[config.mk]
export PLATFORM = sky130hd
export DESIGN_NAME = key_value_table_top_flat
export DESIGN_NICKNAME = d
export VERILOG_FILES = /design/src/rtl/kvt_pkg.sv /design/src/rtl/kvt_if.sv /design/src/rtl/kvt_cell.sv /design/src/rtl/key_value_table_top.sv /design/src/flat_wrapper.sv
export SDC_FILE = /design/constraint.sdc
export NUM_CORES = 2
export LEC_CHECK = 0
export BUFFER_PORTS_ARGS = -buffer_cell sky130_fd_sc_hd__buf_2
export CORE_ASPECT_RATIO = 0.8
export CORE_MARGIN = 5
export CORE_UTILIZATION = 49
export CTS_BUF_LIST = sky130_fd_sc_hd__clkbuf_8
export DETAILED_ROUTE_END_ITERATION = 7
export GPL_ROUTABILITY_DRIVEN = 1
export HOLD_SLACK_MARGIN = 0.03
export SYNTH_ARGS = -nofsm -noshare
export SYNTH_HDL_FRONTEND = slang
export SYNTH_HIERARCHICAL = 1
export SYNTH_SLANG_ARGS = --single-unit
[constraint.sdc]
create_clock -name clk -period 12.01 [get_ports clk]
set_input_delay 2.402 -clock clk [delete_from_list [all_inputs] [get_ports clk]]
set_output_delay 2.402 -clock clk [all_outputs]
set_load 0.02 [all_outputs]
[src/rtl/kvt_pkg.sv]
`timescale 1ns / 1ps
`default_nettype none

package kvt_pkg;

  // Widest position used anywhere (CAPACITY is at most 256)
  localparam int POS_W = 8;

  typedef enum logic [1:0] {
    CMD_LOOKUP = 2'd0,
    CMD_INSERT = 2'd1,
    CMD_REMOVE = 2'd2,
    CMD_READ   = 2'd3
  } kvt_cmd_t;

  typedef enum logic [1:0] {
    STS_OK    = 2'd0,
    STS_MISS  = 2'd1,
    STS_FULL  = 2'd2,
    STS_RANGE = 2'd3
  } kvt_status_t;

  // Store update broadcast from the controller to every cell
  typedef struct packed {
    logic             wr_val;   // write value at pos
    logic             wr_key;   // write key at pos too (new entry)
    logic             shift;    // cells at pos and above take their upper neighbor
    logic [POS_W-1:0] pos;
  } kvt_ctl_t;

endpackage

`default_nettype wire

[src/rtl/kvt_if.sv]
`timescale 1ns / 1ps
`default_nettype none

interface kvt_in_if #(
  parameter int KEY_BITS   = 32,
  parameter int VALUE_BITS = 32
);
  logic                       valid;
  logic                       ready;
  logic [1:0]                 command;
  logic signed [KEY_BITS-1:0] key;
  logic [VALUE_BITS-1:0]      value_in;
  logic [3:0]                 index;

  modport source (output valid, command, key, value_in, index, input ready);
  modport sink   (input valid, command, key, value_in, index, output ready);
endinterface

interface kvt_out_if #(
  parameter int KEY_BITS   = 32,
  parameter int VALUE_BITS = 32,
  parameter int CNT_W      = 5
);
  logic                       valid;
  logic                       ready;
  logic [1:0]                 status;
  logic signed [KEY_BITS-1:0] key_out;
  logic [VALUE_BITS-1:0]      value_out;
  logic [CNT_W-1:0]           entry_count;
  logic signed [KEY_BITS:0]   next_key;

  modport source (output valid, status, key_out, value_out, entry_count, next_key,
                  input ready);
  modport sink   (input valid, status, key_out, value_out, entry_count, next_key,
                  output ready);
endinterface

`default_nettype wire

[src/rtl/kvt_cell.sv]
`timescale 1ns / 1ps
`default_nettype none

module kvt_cell
  import kvt_pkg::*;
#(
  parameter int INDEX      = 0,
  parameter int CAPACITY   = 16,
  parameter int KEY_BITS   = 32,
  parameter int VALUE_BITS = 32,
  parameter int CNT_W      = 5
) (
  input  wire logic                  clk,
  input  wire logic                  rst_n,
  // broadcast request
  input  wire kvt_cmd_t              cmd_i,
  input  wire logic [KEY_BITS-1:0]   key_i,
  input  wire logic [VALUE_BITS-1:0] value_i,
  input  wire logic [3:0]            idx_i,
  input  wire logic [CNT_W-1:0]      count_i,
  input  wire kvt_ctl_t              ctl_i,
  // search token from the lower neighbor
  input  wire logic                  tok_valid_i,
  input  wire logic                  tok_found_i,
  input  wire logic [POS_W-1:0]      tok_pos_i,
  input  wire logic [KEY_BITS-1:0]   tok_key_i,
  input  wire logic [VALUE_BITS-1:0] tok_value_i,
  // search token to the upper neighbor
  output logic                       tok_valid_o,
  output logic                       tok_found_o,
  output logic [POS_W-1:0]           tok_pos_o,
  output logic [KEY_BITS-1:0]        tok_key_o,
  output logic [VALUE_BITS-1:0]      tok_value_o,
  // upper neighbor's entry, for the shift-down on remove
  input  wire logic [KEY_BITS-1:0]   nb_key_i,
  input  wire logic [VALUE_BITS-1:0] nb_value_i,
  output logic [KEY_BITS-1:0]        key_o,
  output logic [VALUE_BITS-1:0]      value_o
);

  localparam logic [POS_W-1:0] MY_POS = POS_W'(INDEX);

  logic [KEY_BITS-1:0]   key_r;
  logic [VALUE_BITS-1:0] value_r;
  logic                  in_use;
  logic                  hit;
  logic                  at_pos;
  logic                  shift_here;

  assign in_use = 32'(INDEX) < 32'(count_i);
  assign hit    = tok_valid_i && !tok_found_i && in_use &&
                  ((cmd_i == CMD_READ) ? (32'(idx_i) == 32'(INDEX)) : (key_r == key_i));

  assign at_pos     = ctl_i.pos == MY_POS;
  assign shift_here = ctl_i.shift && (ctl_i.pos <= MY_POS) && (INDEX < CAPACITY - 1);

  always_ff @(posedge clk) begin
    if (!rst_n) begin
      tok_valid_o <= 1'b0;
    end else begin
      tok_valid_o <= tok_valid_i;
    end
    tok_found_o <= tok_found_i || hit;
    tok_pos_o   <= hit ? MY_POS  : tok_pos_i;
    tok_key_o   <= hit ? key_r   : tok_key_i;
    tok_value_o <= hit ? value_r : tok_value_i;

    if (shift_here) begin
      key_r   <= nb_key_i;
      value_r <= nb_value_i;
    end else if (ctl_i.wr_val && at_pos) begin
      value_r <= value_i;
      if (ctl_i.wr_key) begin
        key_r <= key_i;
      end
    end
  end

  assign key_o   = key_r;
  assign value_o = value_r;

endmodule

`default_nettype wire

[src/rtl/key_value_table_top.sv]
// Channel  Dir  Fields                                            Transfer
// in_ch    in   command, key, value_in, index                     valid & ready
// out_ch   out  status, key_out, value_out, entry_count, next_key valid & ready
//
// One command at a time; the search token walks the cell row one cell per cycle.
// Stores need no reset; count and next-key register reset to 0 and 1.
// A result held on out_ch stalls the final update; in_ch reopens once it is loaded.
`timescale 1ns / 1ps
`default_nettype none

module key_value_table_top
  import kvt_pkg::*;
#(
  parameter int CAPACITY   = 16,
  parameter int KEY_BITS   = 32,
  parameter int VALUE_BITS = 32
) (
  input  wire logic clk,
  input  wire logic rst_n,
  kvt_in_if.sink    in_ch,
  kvt_out_if.source out_ch
);

  localparam int CNT_W = $clog2(CAPACITY + 1);
  localparam logic [KEY_BITS-1:0] KEY_TOP = {1'b0, {(KEY_BITS-1){1'b1}}};

  typedef enum logic [1:0] {
    S_IDLE,
    S_WALK,
    S_FIN
  } state_t;

  state_t                     state_r, state_nxt;
  logic                       start_r, start_nxt;
  kvt_cmd_t                   cmd_r, cmd_nxt;
  logic [KEY_BITS-1:0]        key_r, key_nxt;
  logic [VALUE_BITS-1:0]      val_r, val_nxt;
  logic [3:0]                 idx_r, idx_nxt;
  logic [CNT_W-1:0]           count_r, count_nxt;
  logic signed [KEY_BITS:0]   next_r, next_nxt;
  logic                       found_r, found_nxt;
  logic [POS_W-1:0]           fpos_r, fpos_nxt;
  logic [KEY_BITS-1:0]        fkey_r, fkey_nxt;
  logic [VALUE_BITS-1:0]      fval_r, fval_nxt;
  logic                       ovalid_r, ovalid_nxt;
  kvt_status_t                osts_r, osts_nxt;
  logic [KEY_BITS-1:0]        okey_r, okey_nxt;
  logic [VALUE_BITS-1:0]      oval_r, oval_nxt;
  logic signed [KEY_BITS:0]   onext_r, onext_nxt;
  kvt_ctl_t                   ctl;
  logic                       in_fire;
  logic                       fin_go;
  logic signed [KEY_BITS:0]   key_ext;

  logic                  tok_valid [CAPACITY+1];
  logic                  tok_found [CAPACITY+1];
  logic [POS_W-1:0]      tok_pos   [CAPACITY+1];
  logic [KEY_BITS-1:0]   tok_key   [CAPACITY+1];
  logic [VALUE_BITS-1:0] tok_value [CAPACITY+1];
  logic [KEY_BITS-1:0]   st_key    [CAPACITY];
  logic [VALUE_BITS-1:0] st_value  [CAPACITY];
  logic [KEY_BITS-1:0]   nb_key    [CAPACITY];
  logic [VALUE_BITS-1:0] nb_value  [CAPACITY];
  logic [CAPACITY:0]     tok_vec;

  assign tok_valid[0] = start_r;
  assign tok_found[0] = 1'b0;
  assign tok_pos[0]   = '0;
  assign tok_key[0]   = '0;
  assign tok_value[0] = '0;

  for (genvar g = 0; g < CAPACITY; g++) begin : g_cell
    if (g < CAPACITY - 1) begin : g_nb
      assign nb_key[g]   = st_key[g+1];
      assign nb_value[g] = st_value[g+1];
    end else begin : g_end
      assign nb_key[g]   = st_key[g];
      assign nb_value[g] = st_value[g];
    end

    kvt_cell #(
      .INDEX      (g),
      .CAPACITY   (CAPACITY),
      .KEY_BITS   (KEY_BITS),
      .VALUE_BITS (VALUE_BITS),
      .CNT_W      (CNT_W)
    ) u_cell (
      .clk         (clk),
      .rst_n       (rst_n),
      .cmd_i       (cmd_r),
      .key_i       (key_r),
      .value_i     (val_r),
      .idx_i       (idx_r),
      .count_i     (count_r),
      .ctl_i       (ctl),
      .tok_valid_i (tok_valid[g]),
      .tok_found_i (tok_found[g]),
      .tok_pos_i   (tok_pos[g]),
      .tok_key_i   (tok_key[g]),
      .tok_value_i (tok_value[g]),
      .tok_valid_o (tok_valid[g+1]),
      .tok_found_o (tok_found[g+1]),
      .tok_pos_o   (tok_pos[g+1]),
      .tok_key_o   (tok_key[g+1]),
      .tok_value_o (tok_value[g+1]),
      .nb_key_i    (nb_key[g]),
      .nb_value_i  (nb_value[g]),
      .key_o       (st_key[g]),
      .value_o     (st_value[g])
    );
  end

  for (genvar g = 0; g <= CAPACITY; g++) begin : g_vec
    assign tok_vec[g] = tok_valid[g];
  end

  assign in_ch.ready = (state_r == S_IDLE);
  assign in_fire     = in_ch.valid && in_ch.ready;
  assign fin_go      = (state_r == S_FIN) && (!ovalid_r || out_ch.ready);
  assign key_ext     = {in_ch.key[KEY_BITS-1], in_ch.key};

  always_comb begin
    state_nxt  = state_r;
    start_nxt  = 1'b0;
    cmd_nxt    = cmd_r;
    key_nxt    = key_r;
    val_nxt    = val_r;
    idx_nxt    = idx_r;
    count_nxt  = count_r;
    next_nxt   = next_r;
    found_nxt  = found_r;
    fpos_nxt   = fpos_r;
    fkey_nxt   = fkey_r;
    fval_nxt   = fval_r;
    ovalid_nxt = ovalid_r;
    osts_nxt   = osts_r;
    okey_nxt   = okey_r;
    oval_nxt   = oval_r;
    onext_nxt  = onext_r;
    ctl        = '0;

    if (ovalid_r && out_ch.ready) begin
      ovalid_nxt = 1'b0;
    end

    unique case (state_r)
      S_IDLE: begin
        if (in_fire) begin
          cmd_nxt   = kvt_cmd_t'(in_ch.command);
          key_nxt   = in_ch.key;
          val_nxt   = in_ch.value_in;
          idx_nxt   = in_ch.index;
          start_nxt = 1'b1;
          state_nxt = S_WALK;
          // next-key is raised before the search, even if the table is full
          if ((kvt_cmd_t'(in_ch.command) == CMD_INSERT) && (key_ext >= next_r) &&
              !((KEY_BITS >= 64) && (in_ch.key == KEY_TOP))) begin
            next_nxt = key_ext + (KEY_BITS+1)'(1);
          end
        end
      end
      S_WALK: begin
        if (tok_valid[CAPACITY]) begin
          found_nxt = tok_found[CAPACITY];
          fpos_nxt  = tok_pos[CAPACITY];
          fkey_nxt  = tok_key[CAPACITY];
          fval_nxt  = tok_value[CAPACITY];
          state_nxt = S_FIN;
        end
      end
      S_FIN: begin
        if (fin_go) begin
          ovalid_nxt = 1'b1;
          osts_nxt   = STS_OK;
          okey_nxt   = fkey_r;
          oval_nxt   = fval_r;
          // next-key is latched with the result; the next accept may raise next_r
          onext_nxt  = next_r;
          state_nxt  = S_IDLE;
          case (cmd_r)
            CMD_LOOKUP: begin
              if (!found_r) osts_nxt = STS_MISS;
            end
            CMD_INSERT: begin
              okey_nxt = key_r;
              oval_nxt = val_r;
              if (found_r) begin
                ctl.wr_val = 1'b1;
                ctl.pos    = fpos_r;
              end else if (32'(count_r) < CAPACITY) begin
                ctl.wr_val = 1'b1;
                ctl.wr_key = 1'b1;
                ctl.pos    = POS_W'(count_r);
                count_nxt  = count_r + CNT_W'(1);
              end else begin
                osts_nxt = STS_FULL;
              end
            end
            CMD_REMOVE: begin
              if (found_r) begin
                ctl.shift = 1'b1;
                ctl.pos   = fpos_r;
                count_nxt = count_r - CNT_W'(1);
              end else begin
                osts_nxt = STS_MISS;
              end
            end
            default: begin
              if (!found_r) osts_nxt = STS_RANGE;
            end
          endcase
          if (osts_nxt != STS_OK) begin
            okey_nxt = '0;
            oval_nxt = '0;
          end
        end
      end
      default: state_nxt = S_IDLE;
    endcase
  end

  always_ff @(posedge clk) begin
    if (!rst_n) begin
      state_r  <= S_IDLE;
      start_r  <= 1'b0;
      count_r  <= '0;
      next_r   <= (KEY_BITS+1)'(1);
      ovalid_r <= 1'b0;
    end else begin
      state_r  <= state_nxt;
      start_r  <= start_nxt;
      count_r  <= count_nxt;
      next_r   <= next_nxt;
      ovalid_r <= ovalid_nxt;
    end
    cmd_r   <= cmd_nxt;
    key_r   <= key_nxt;
    val_r   <= val_nxt;
    idx_r   <= idx_nxt;
    found_r <= found_nxt;
    fpos_r  <= fpos_nxt;
    fkey_r  <= fkey_nxt;
    fval_r  <= fval_nxt;
    osts_r  <= osts_nxt;
    okey_r  <= okey_nxt;
    oval_r  <= oval_nxt;
    onext_r <= onext_nxt;
  end

  assign out_ch.valid       = ovalid_r;
  assign out_ch.status      = osts_r;
  assign out_ch.key_out     = okey_r;
  assign out_ch.value_out   = oval_r;
  assign out_ch.entry_count = count_r;
  assign out_ch.next_key    = onext_r;

  // only one search token in the row at a time
  a_one_token: assert property (@(posedge clk) disable iff (!rst_n)
    $onehot0(tok_vec))
    else $error("more than one search token in the cell row");

  a_token_walk: assert property (@(posedge clk) disable iff (!rst_n)
    tok_valid[CAPACITY] |-> state_r == S_WALK)
    else $error("token left the row outside of a walk");

  a_count_cap: assert property (@(posedge clk) disable iff (!rst_n)
    32'(count_r) <= CAPACITY)
    else $error("entry count above capacity");

  a_full_sts: assert property (@(posedge clk) disable iff (!rst_n)
    (ovalid_r && osts_r == STS_FULL) |-> 32'(count_r) == CAPACITY)
    else $error("full status with room left");

  a_remove_dec: assert property (@(posedge clk) disable iff (!rst_n)
    (fin_go && cmd_r == CMD_REMOVE && found_r) |=> count_r == $past(count_r) - CNT_W'(1))
    else $error("remove hit did not lower the count");

endmodule

`default_nettype wire
[src/flat_wrapper.sv]
// flat-port wrapper written by rule: the top's interface ports become plain ports
module key_value_table_top_flat import kvt_pkg::*;
#(
  parameter int CAPACITY   = 16,
  parameter int KEY_BITS   = 32,
  parameter int VALUE_BITS = 32
)
  (clk, rst_n, in_ch_valid, in_ch_command, in_ch_key, in_ch_value_in, in_ch_index, in_ch_ready, out_ch_valid, out_ch_status, out_ch_key_out, out_ch_value_out, out_ch_entry_count, out_ch_next_key, out_ch_ready);
  kvt_in_if #(.KEY_BITS(KEY_BITS), .VALUE_BITS(VALUE_BITS)) in_ch_i ();
  kvt_out_if #(.KEY_BITS(KEY_BITS), .VALUE_BITS(VALUE_BITS)) out_ch_i ();
  input  wire logic clk;
  input  wire logic rst_n;
  input wire logic [$bits(in_ch_i.valid)-1:0] in_ch_valid;
  input wire logic [$bits(in_ch_i.command)-1:0] in_ch_command;
  input wire logic [$bits(in_ch_i.key)-1:0] in_ch_key;
  input wire logic [$bits(in_ch_i.value_in)-1:0] in_ch_value_in;
  input wire logic [$bits(in_ch_i.index)-1:0] in_ch_index;
  output wire logic [$bits(in_ch_i.ready)-1:0] in_ch_ready;
  output wire logic [$bits(out_ch_i.valid)-1:0] out_ch_valid;
  output wire logic [$bits(out_ch_i.status)-1:0] out_ch_status;
  output wire logic [$bits(out_ch_i.key_out)-1:0] out_ch_key_out;
  output wire logic [$bits(out_ch_i.value_out)-1:0] out_ch_value_out;
  output wire logic [$bits(out_ch_i.entry_count)-1:0] out_ch_entry_count;
  output wire logic [$bits(out_ch_i.next_key)-1:0] out_ch_next_key;
  input wire logic [$bits(out_ch_i.ready)-1:0] out_ch_ready;
  assign in_ch_i.valid = in_ch_valid;
  assign in_ch_i.command = in_ch_command;
  assign in_ch_i.key = in_ch_key;
  assign in_ch_i.value_in = in_ch_value_in;
  assign in_ch_i.index = in_ch_index;
  assign in_ch_ready = in_ch_i.ready;
  assign out_ch_valid = out_ch_i.valid;
  assign out_ch_status = out_ch_i.status;
  assign out_ch_key_out = out_ch_i.key_out;
  assign out_ch_value_out = out_ch_i.value_out;
  assign out_ch_entry_count = out_ch_i.entry_count;
  assign out_ch_next_key = out_ch_i.next_key;
  assign out_ch_i.ready = out_ch_ready;
  key_value_table_top #(.CAPACITY(CAPACITY), .KEY_BITS(KEY_BITS), .VALUE_BITS(VALUE_BITS)) u_core (.clk(clk), .rst_n(rst_n), .in_ch(in_ch_i), .out_ch(out_ch_i));
endmodule
==> out/qor.yml <==
status: "completed"
gp_congestion: 0.865
min_path_type: "reg2reg"
cts.path.max_buffers: 4
grt.total_usage: 0.260
p_total_w: 0.0173
fp-row-count: 166
synth_edf_count: 1266
met3_usage: 0.0397
cts.sinks: 2492
peakVddDrop_mv: 0.0928
drt-initial-drc-count: 10258
holdBufCountCts: 0
criticalPathCategory: "in2reg"
worst_slew_pin_slew_ps: 1400
nNetsFinal: 11393
leakage_nw: 49.1
crit_path_end_kind: "flip-flop"
syn_avg_cell_area_um2: 11.0
core_area_um2: 256000
drv_cap: 0
fin_tns_setup_ps: 0
async_flop_share: 0
io_pins: 180
antenna_found_initial: 10
hpwl_um: 247000
ctsResizeCount: 0
startpoint_type: "input port"
fill_cells: 22405
die_area_um2: 267000
dieHeight_um: 463
yosysUniqueCellTypes: 105
finalMaxSlewViolations: 0
slew-limit-headroom: 0.0648
root_buffer: "clkbuf_8"
fin_crit_ps: 5900
crit_path_start: "out_ch_ready"
first_pass_iters: 6
syn2layout_area_growth_pct: 7.13
period_share: 0.491
crit_end: "u_core/g_cell[11].u_cell/value_o[17]"
synth-warning-count: 6
start_util: 0.492
met1_usage: 0.373
htreeDepth: 5
crit_fanout: 66
regArea_um2: 62600
grt_pass1_vias: 96814
ys_top_cells_by_count: "edfxtp_1, dfxtp_1, nand4_1"
grt-busiest-layer: "met2"
hold_violations: 0
rsz0062_at_grt: "false"
netlist_instances: 11466
clkSlewWorstSetupHoldPaths_ps: 60
gr-usage-met2: 0.403
numCtsBuffers: 413
r2r_start: "u_core/cmd_r[0]"
synth_area_leaders: "edfxtp_1, dfxtp_1, mux2_2"
drive_gt1_frac: 0.208
cts_setup_buffers: 0
final_antenna_net_count: 0
synth.most_common_cell: "edfxtp_1"
yosysSeqAreaShare: 0.497
cts_tree: "built"
die_x_um: 577
vias: 97399
grt_max_degree: 129
fin_worst_skew_ps: 47.6
yosys.area.top_type: "edfxtp_1"
critPathArrivalTime_ps: 6550
cp_data_required_time_ps: 12660
clkLatencyLatePin_ps: 1040
wl_um: 361000
syn_area_um2: 126000
grt_pass1_wl_um: 569000
setup_viol: 0
hp-start: "u_core/g_cell[15].u_cell/tok_key_o[10]"
grt-ovfl-total: 0
ys_seq_elements: 2492
multi_input_area_um2: 57000
reg2reg_setup_slack_ps: 6890
synthFlopType: "edfxtp_1"
r2r_cells: 11
drc: 0
wl_per_cell_um: 23.9
p_per_area_nw_per_um2: 128
timing.fmax_mhz: 170
synth_top_area_frac: 0.302
viasPerCell: 6.46
worst_r2r_endpoint: "u_core/g_cell[2].u_cell/value_o[16]"
portBuffers: 179
-- where the power goes --
group | total [W] | internal, W | switching (W) | leakage (nW)
combinational | 0.000858 | 0.000357 | 0.000501 | 22.7
sequential | 0.00910 | 0.00901 | 0.0000929 | 21.6
clock | 0.00735 | 0.00385 | 0.00350 | 4.85
total | 0.0173 | 0.0132 | 0.00409 | 49.1
-- cell usage in the layout (no fill, tap or decap), drive strengths merged, types with 191 or more instances in the layout --
cell,synthesis,routed
mux2,960,960
dfxtp,1226,1226
nand3,1060,1060
xor2,526,526
edfxtp,1266,1266
nand4,1073,1073
clkbuf,490,500
inv,66,262
and3,908,908
buf,655,419
a21oi,1049,1049
nand2,191,191
o211ai,1037,1037
-- how the worst min path moves through the flow --
stage,slack (ps),endpoint,cells after the start
4_1_cts,390,u_core/fkey_r[24],0
6_report,390,u_core/fkey_r[10],0
3_5_place_dp,390,u_core/fkey_r[15],0
2_1_floorplan,380,u_core/g_cell[10].u_cell/tok_pos_o[1],1
5_1_grt,390,u_core/fkey_r[24],0
3_3_place_gp,380,u_core/g_cell[14].u_cell/tok_pos_o[1],1
-- layout make-up --
cell class / instances / share of cell area
tap: 3444 / 0.0319
sequential: 2492 / 0.464
timing repair buffer: 419 / 0.0200
clock inverter: 263 / 0.00903
multi-input combinational: 7885 / 0.422
clock buffer: 500 / 0.0510
inverter: 66 / 0.00185
antenna: 5 / 0.0000927
-- worst max-delay path, cell delays in order --
cell      delay, ps
buf_2           100
nand2b_1        160
nand2b_1        290
inv_4           360
o2111a_1        360
and2_1          470
nor4_1          740
nand3_4         860
nand2_1         310
buf_4           420
-- state kept, by name, indices dropped and copies added, names as in the netlist, 4 cells and up --
name / count
u_core/g_cell.u_cell/key_o: 512
u_core/g_cell.u_cell/tok_key_o: 512
u_core/g_cell.u_cell/tok_value_o: 512
u_core/g_cell.u_cell/value_o: 512
u_core/g_cell.u_cell/tok_pos_o: 128
u_core/next_r: 33
u_core/out_ch.next_key: 33
u_core/fkey_r: 32
u_core/fval_r: 32
u_core/key_r: 32
u_core/out_ch.key_out: 32
u_core/out_ch.value_out: 32
u_core/val_r: 32
u_core/g_cell.u_cell/tok_found_o: 16
u_core/g_cell.u_cell/tok_valid_o: 16
u_core/fpos_r: 8
u_core/out_ch.entry_count: 5
u_core/idx_r: 4
-- cell families (layout without fill, tap and decap cells) --
kind of cell,count (synthesis),count (layout),synth area share
and+or+nand+nor,3767,3767,0.178
buffers and inverters,1226,1248,0.0593
DFF,2492,2492,0.497
other,1,143,0.0000298
adders and majority gates,42,42,0.00423
muxes,1032,1032,0.0945
AOI/OAI and AO/OA,2359,2359,0.130
xor gates and xnor gates,547,547,0.0380
-- metrics by stage --
step	hold WS, ps	setup WS [ps]	utilization	area (um2)	instances
floorplan	382	1030	-	126000	11603
global placement	384	5210	0.496	127000	14306
detailed placement	389	5140	0.496	127000	14306
CTS	386	6230	0.527	135000	15069
global route	390	5860	0.527	135000	15073
finish	394	6110	0.527	135000	15074
-- metal layers --
metal  wire, um  part of all wire
met3      24400             0.068
met2     163000              0.45
met4      10800             0.030
met1     163000              0.45
met5         26          0.000072
Note: power is estimated with default switching activity, not from simulation.
